### src/rtl/core/frustum_chunk_column_cull_defines.svh
// ----------------------------------------------------------------------------
// Assertion macros for the frustum chunk column cull block
// Wraps concurrent assertions so that a build can drop them as a group.
// ----------------------------------------------------------------------------
`ifndef FRUSTUM_CHUNK_COLUMN_CULL_DEFINES_SVH
`define FRUSTUM_CHUNK_COLUMN_CULL_DEFINES_SVH

`ifndef NO_ASSERTIONS
// The consequent must hold in the same cycle as the antecedent.
`define FCCC_ASSERT_IMPL(lbl, clk, rstn, ante, cons) \
    lbl: assert property (@(posedge clk) disable iff (!(rstn)) (ante) |-> (cons)) \
        else $error("fccc assertion failed");
// The consequent must hold in the cycle after the antecedent.
`define FCCC_ASSERT_NEXT(lbl, clk, rstn, ante, cons) \
    lbl: assert property (@(posedge clk) disable iff (!(rstn)) (ante) |=> (cons)) \
        else $error("fccc assertion failed");
`else
`define FCCC_ASSERT_IMPL(lbl, clk, rstn, ante, cons)
`define FCCC_ASSERT_NEXT(lbl, clk, rstn, ante, cons)
`endif

`endif

### src/rtl/core/fccc_pkg.sv
// ----------------------------------------------------------------------------
// fccc_pkg
// Types and fixed widths shared by the frustum chunk column cull modules.
// ----------------------------------------------------------------------------
package fccc_pkg;

    localparam int ENTRY_W    = 32;  // Q16.16 matrix entry
    localparam int INDEX_W    = 4;   // column*4+row
    localparam int CHUNK_W    = 20;  // chunk column coordinate
    localparam int COORD_W    = 30;  // box coordinate
    localparam int PLANE_W    = ENTRY_W + 1;
    localparam int PROD_W     = PLANE_W + COORD_W;
    localparam int SUM_W      = PROD_W + 1;
    localparam int NUM_PLANES = 6;
    localparam int NUM_COLS   = 4;
    localparam int NUM_AXES   = 3;

    // Row 3 of the matrix is the one every plane combines with.
    localparam logic [1:0] W_ROW = 2'd3;

    typedef enum logic {
        FUNC_LOAD = 1'b0,
        FUNC_TEST = 1'b1
    } func_t;

    typedef logic signed [COORD_W-1:0] coord_t;

    typedef struct packed {
        func_t                      func;
        logic [INDEX_W-1:0]         entry_index;
        logic [ENTRY_W-1:0]         entry_value;
        coord_t [NUM_AXES-1:0]      box_lo;
        coord_t [NUM_AXES-1:0]      box_hi;
        logic                       vis;
    } item_t;

endpackage

### src/rtl/core/fccc_box.sv
// ----------------------------------------------------------------------------
// fccc_box
// Entry stage: turns a chunk column coordinate into its box corners.
// ----------------------------------------------------------------------------
module fccc_box #(
    parameter int CHUNK_LENGTH = 16,
    parameter int CHUNK_WIDTH  = 16,
    parameter int CHUNK_HEIGHT = 256
) (
    input  logic                            aclk,
    input  logic                            aresetn,
    input  logic                            in_valid,
    output logic                            in_ready,
    input  fccc_pkg::func_t                 func,
    input  logic [fccc_pkg::INDEX_W-1:0]    entry_index,
    input  logic [fccc_pkg::ENTRY_W-1:0]    entry_value,
    input  logic signed [fccc_pkg::CHUNK_W-1:0] chunk_x,
    input  logic signed [fccc_pkg::CHUNK_W-1:0] chunk_z,
    output logic                            out_valid,
    input  logic                            out_ready,
    output fccc_pkg::item_t                 out_item
);
    import fccc_pkg::*;

    localparam coord_t LEN_C = COORD_W'(CHUNK_LENGTH);
    localparam coord_t WID_C = COORD_W'(CHUNK_WIDTH);
    localparam coord_t HGT_C = COORD_W'(CHUNK_HEIGHT);

    logic   valid_reg;
    logic   valid_next;
    item_t  item_reg;
    item_t  item_next;
    coord_t cx_ext;
    coord_t cz_ext;
    coord_t lo_x;
    coord_t lo_z;
    logic   take;

    assign in_ready = !valid_reg || out_ready;
    assign take     = in_valid && in_ready;

    assign cx_ext = {{(COORD_W-CHUNK_W){chunk_x[CHUNK_W-1]}}, chunk_x};
    assign cz_ext = {{(COORD_W-CHUNK_W){chunk_z[CHUNK_W-1]}}, chunk_z};
    assign lo_x   = cx_ext * LEN_C;
    assign lo_z   = cz_ext * WID_C;

    always_comb begin
        item_next             = item_reg;
        valid_next            = take || (valid_reg && !out_ready);
        if (take) begin
            item_next.func        = func;
            item_next.entry_index = entry_index;
            item_next.entry_value = entry_value;
            item_next.box_lo[0]   = lo_x;
            item_next.box_hi[0]   = lo_x + LEN_C;
            item_next.box_lo[1]   = '0;
            item_next.box_hi[1]   = HGT_C;
            item_next.box_lo[2]   = lo_z;
            item_next.box_hi[2]   = lo_z + WID_C;
            item_next.vis         = 1'b1;
        end
    end

    always_ff @(posedge aclk) begin
        if (!aresetn) begin
            valid_reg <= 1'b0;
        end else begin
            valid_reg <= valid_next;
        end
    end

    always_ff @(posedge aclk) begin
        item_reg <= item_next;
    end

    assign out_valid = valid_reg;
    assign out_item  = item_reg;

endmodule

### config.mk
export PLATFORM = sky130hd
export DESIGN_NAME = fccc_box
export DESIGN_NICKNAME = d
export VERILOG_FILES = /design/src/rtl/core/frustum_chunk_column_cull_defines.svh /design/src/rtl/core/fccc_pkg.sv /design/src/rtl/core/fccc_box.sv
export SDC_FILE = /design/constraint.sdc
export NUM_CORES = 1
export LEC_CHECK = 0
export BUFFER_PORTS_ARGS = -buffer_cell sky130_fd_sc_hd__buf_2
export CELL_PAD_IN_SITES_DETAIL_PLACEMENT = 0
export CELL_PAD_IN_SITES_GLOBAL_PLACEMENT = 1
export CORE_MARGIN = 4
export CORE_UTILIZATION = 30
export DETAILED_ROUTE_END_ITERATION = 6
export PLACE_DENSITY = 0.76
export SLEW_MARGIN = 0
export SYNTH_ARGS = -nofsm -noshare
export SYNTH_HDL_FRONTEND = slang
export SYNTH_SLANG_ARGS = --single-unit
### constraint.sdc
create_clock -name aclk -period 5.8 [get_ports aclk]
set_input_delay 0.29 -clock aclk [delete_from_list [all_inputs] [get_ports aclk]]
set_output_delay 0.29 -clock aclk [all_outputs]
set_load 0.005 [all_outputs]
==> summary.md <==
| Metric | Value |
|---|---|
| Crit path kind | `reg -> reg` |
| Inserted Diodes | `0` |
| Max cap viols | `0` |
| Synth Area in Compound Gates | `0.441%` |
| NumNets Final | `625` |
| Crit-path slowest cell | `buf_4` |
| Vias per cell | `3.99` |
| Crit path time final | `2.22 ns` |
| Post-CTS Setup Bufs | `0` |
| WL per Instance | `15.2 um` |
| Fin Setup TNS | `0 ns` |
| H-tree Lvls | `4` |
| Routed WL | `11800 um` |
| Vias | `3091` |
| Final period util | `38.2%` |
| Final slew viol count | `0` |
| CTS Buf Count | `17` |
| Gate Count Post-Synth | `326` |
| Layout cells sized above 1 | `47.3%` |
| Power Dens Cells | `362 nW/um2` |
| Die area | `19200 um2` |
| CTS hold repair buffers | `0` |
| Final Skew | `0.00562 ns` |
| Post-route ant nets | `0` |
| Largest net degree at the start of global routing | `65` |
| Standard cell core area | `16600 um2` |
| CP peak stage delay | `0.73 ns` |
| Post-Syn Area | `5100 um2` |
| Adder-Cell Fraction of Synth Area | `0.490%` |
| Syn avg cell area | `15.7 um2` |
| Crit path max fanout | `64` |
| Bufs on Longest Clock Path | `2` |
| Synth warnings | `0` |
| Number of hold violations in the final report | `0` |
| Hold crit path type | `in -> reg` |
| Leakage | `0.00290 uW` |
| CTS sink count | `120` |
| Run status | `finished clean` |
| Root Driver | `clkbuf_16` |
| Total gr overflow | `0` |
| VDD IR-drop max | `0.000205 V` |
| IO buf count | `223` |
| Slew headroom | `48.8%` |
| Area Growth Syn to Fin | `31.8%` |
| Initial antenna violation count | `0` |
| Main combinational cell family by area after synthesis | `buffers and inverters` |
| Worst path arrival time | `2.25 ns` |
| Critical path startpoint category | `flop` |
| DR pass1 iterations | `4` |
| Chip height | `138 um` |
| Vias in the first global route | `3070` |
| CP delay by family, top | `simple AND/OR/NAND/NOR gates` |
| Synth Area in XOR/XNOR | `6.18%` |
| Crit end category | `flop` |
| CP Cell Sequence | `nand2b_1 -> and2_4 -> buf_4` |
| Final setup violation count | `0` |
| Hold WS | `0.0598 ns` |
| Seq/Total Area, Yosys | `70.4%` |
| Critical path required time | `5.83 ns` |
| CTS tree | `done` |
| Total GRT Usage | `11.8%` |
| RSZ-0062 raised after global routing | `false` |
| Initial drt markers | `95` |
| Max Clk Rate | `0.451 GHz` |
| Worst path bufs/invs | `1` |
| Simple-Gate Fraction of Synth Area | `7.23%` |
| Clock-pin slew on the worst setup and hold paths | `0.06 ns` |
| IO Count | `301` |
| DIE WIDTH | `138 um` |
| Post-DP HPWL | `9120 um` |
| Synth unique cells | `28` |
| Worst-Margin Slew | `0.769 ns` |
| DRC Markers | `0` |
| Resized cells post-CTS | `0` |
| First-pass GRT wire length | `17700 um` |
| Number of synthesized register bits | `120` |
| Clk_lat worst skew | `0.40 ns` |
| Post-synthesis mux area share | `0%` |
| # rows | `47` |
| Starting Density | `30.7%` |
| Placer congestion estimate | `0.876` |
==> through the flow <==
step                      setup slack, ns  util, %  power (uW)  std cells  cell area, um2
after floorplan                      2.12        -        1160        401            5390
after global placement               3.54     36.2        1220        743            6030
after detailed placement             3.46     36.2        1220        743            6030
after CTS                            3.54     40.4        2470        774            6730
after global routing                 3.40     40.4        2530        774            6730
final                                3.58     40.4        2440        774            6730
==> area by class of cell <==
type	count	area, um2
Tap cell	220	275
Clock buffer	17	425
Sequential cell	120	3590
Timing Repair Buffer	224	1120
Inverter	4	15.0
Fill cell	1564	9920
Multi-Input combinational cell	175	1020
Clock inverter	14	270
==> flip-flops by register name (all words and copies together), names as in the netlist <==
name       flops
out_valid      1
out_item     119
==> metal layers <==
metal  vias up  routed length (um)  GRT usage, %
met4         0                 107          3.43
met3        10                1440          5.21
met1      1430                4380          13.5
met5         -                   0             0
met2       228                5830          20.2
li1       1423                   -             -
==> report_power, final <==
group          total, uW  switching, uW  internal (uW)
clock network       1240            384            852
registers           1030           14.7           1020
logic                168           99.8           68.6
total               2440            499           1940
==> placed cells by master, fill, tap and decap left out, types with 2 or more instances in the layout <==
cell type,synthesis,layout
and4_1,3,3
nand3_1,12,12
nand4_1,9,9
nor2_1,5,5
nor4_2,2,2
nand2_1,9,9
clkbuf_16,0,17
xnor2_1,21,21
clkinv_4,0,4
inv_1,4,4
edfxtp_1,119,119
xor2_1,15,15
buf_2,2,223
ha_1,2,2
inv_6,0,2
conb_1,2,77
nor3_1,4,4
and3_1,6,6
bufinv_16,0,7
==> worst register-to-register path, stage by stage (launching register included) <==
cell and delay (ns):
dfxtp_1 0.31, nand2b_1 0.11, and2_4 0.65, buf_4 0.75
==> kinds of logic after synthesis <==
group,Yosys count
flops,120
buf+inv,106
simple gates,57
xor+xnor,36
compound gates,3
fa+ha+maj,2
other cells,2
==> worst paths after layout <==
path                                      from       endpoint  slack [ns]  depth (start not counted)
worst max register to register       out_valid  out_item[191]        3.58                          3
worst min-delay path            entry_value[2]  out_item[183]        0.06                          1
worst min register to register       out_valid      out_valid        0.58                          2
worst max-delay path                 out_valid  out_item[191]        3.58                          3
==> cells in the mapped netlist <==
cell type  instances  area share, %
a21boi_0           1           0.15
a21boi_1           1           0.15
and2_1             1           0.12
and3_1             6           0.74
and4_1             3           0.51
and4_4             1           0.22
buf_2              2           0.20
buf_4             99             15
clkbuf_1           1          0.073
conb_1             2           0.15
dfxtp_1            1           0.39
edfxtp_1         119             70
ha_1               2           0.49
inv_1              4           0.29
nand2_1            9           0.66
nand2b_1           1           0.12
nand3_1           12            1.2
nand3_4            1           0.34
nand3b_1           1           0.15
nand4_1            9            1.1
nand4_4            1           0.42
nor2_1             5           0.37
nor3_1             4           0.39
nor4_2             2           0.49
nor4_4             1           0.42
o21a_1             1           0.15
xnor2_1           21            3.6
xor2_1            15            2.6
(Power assumes the default switching activity.)
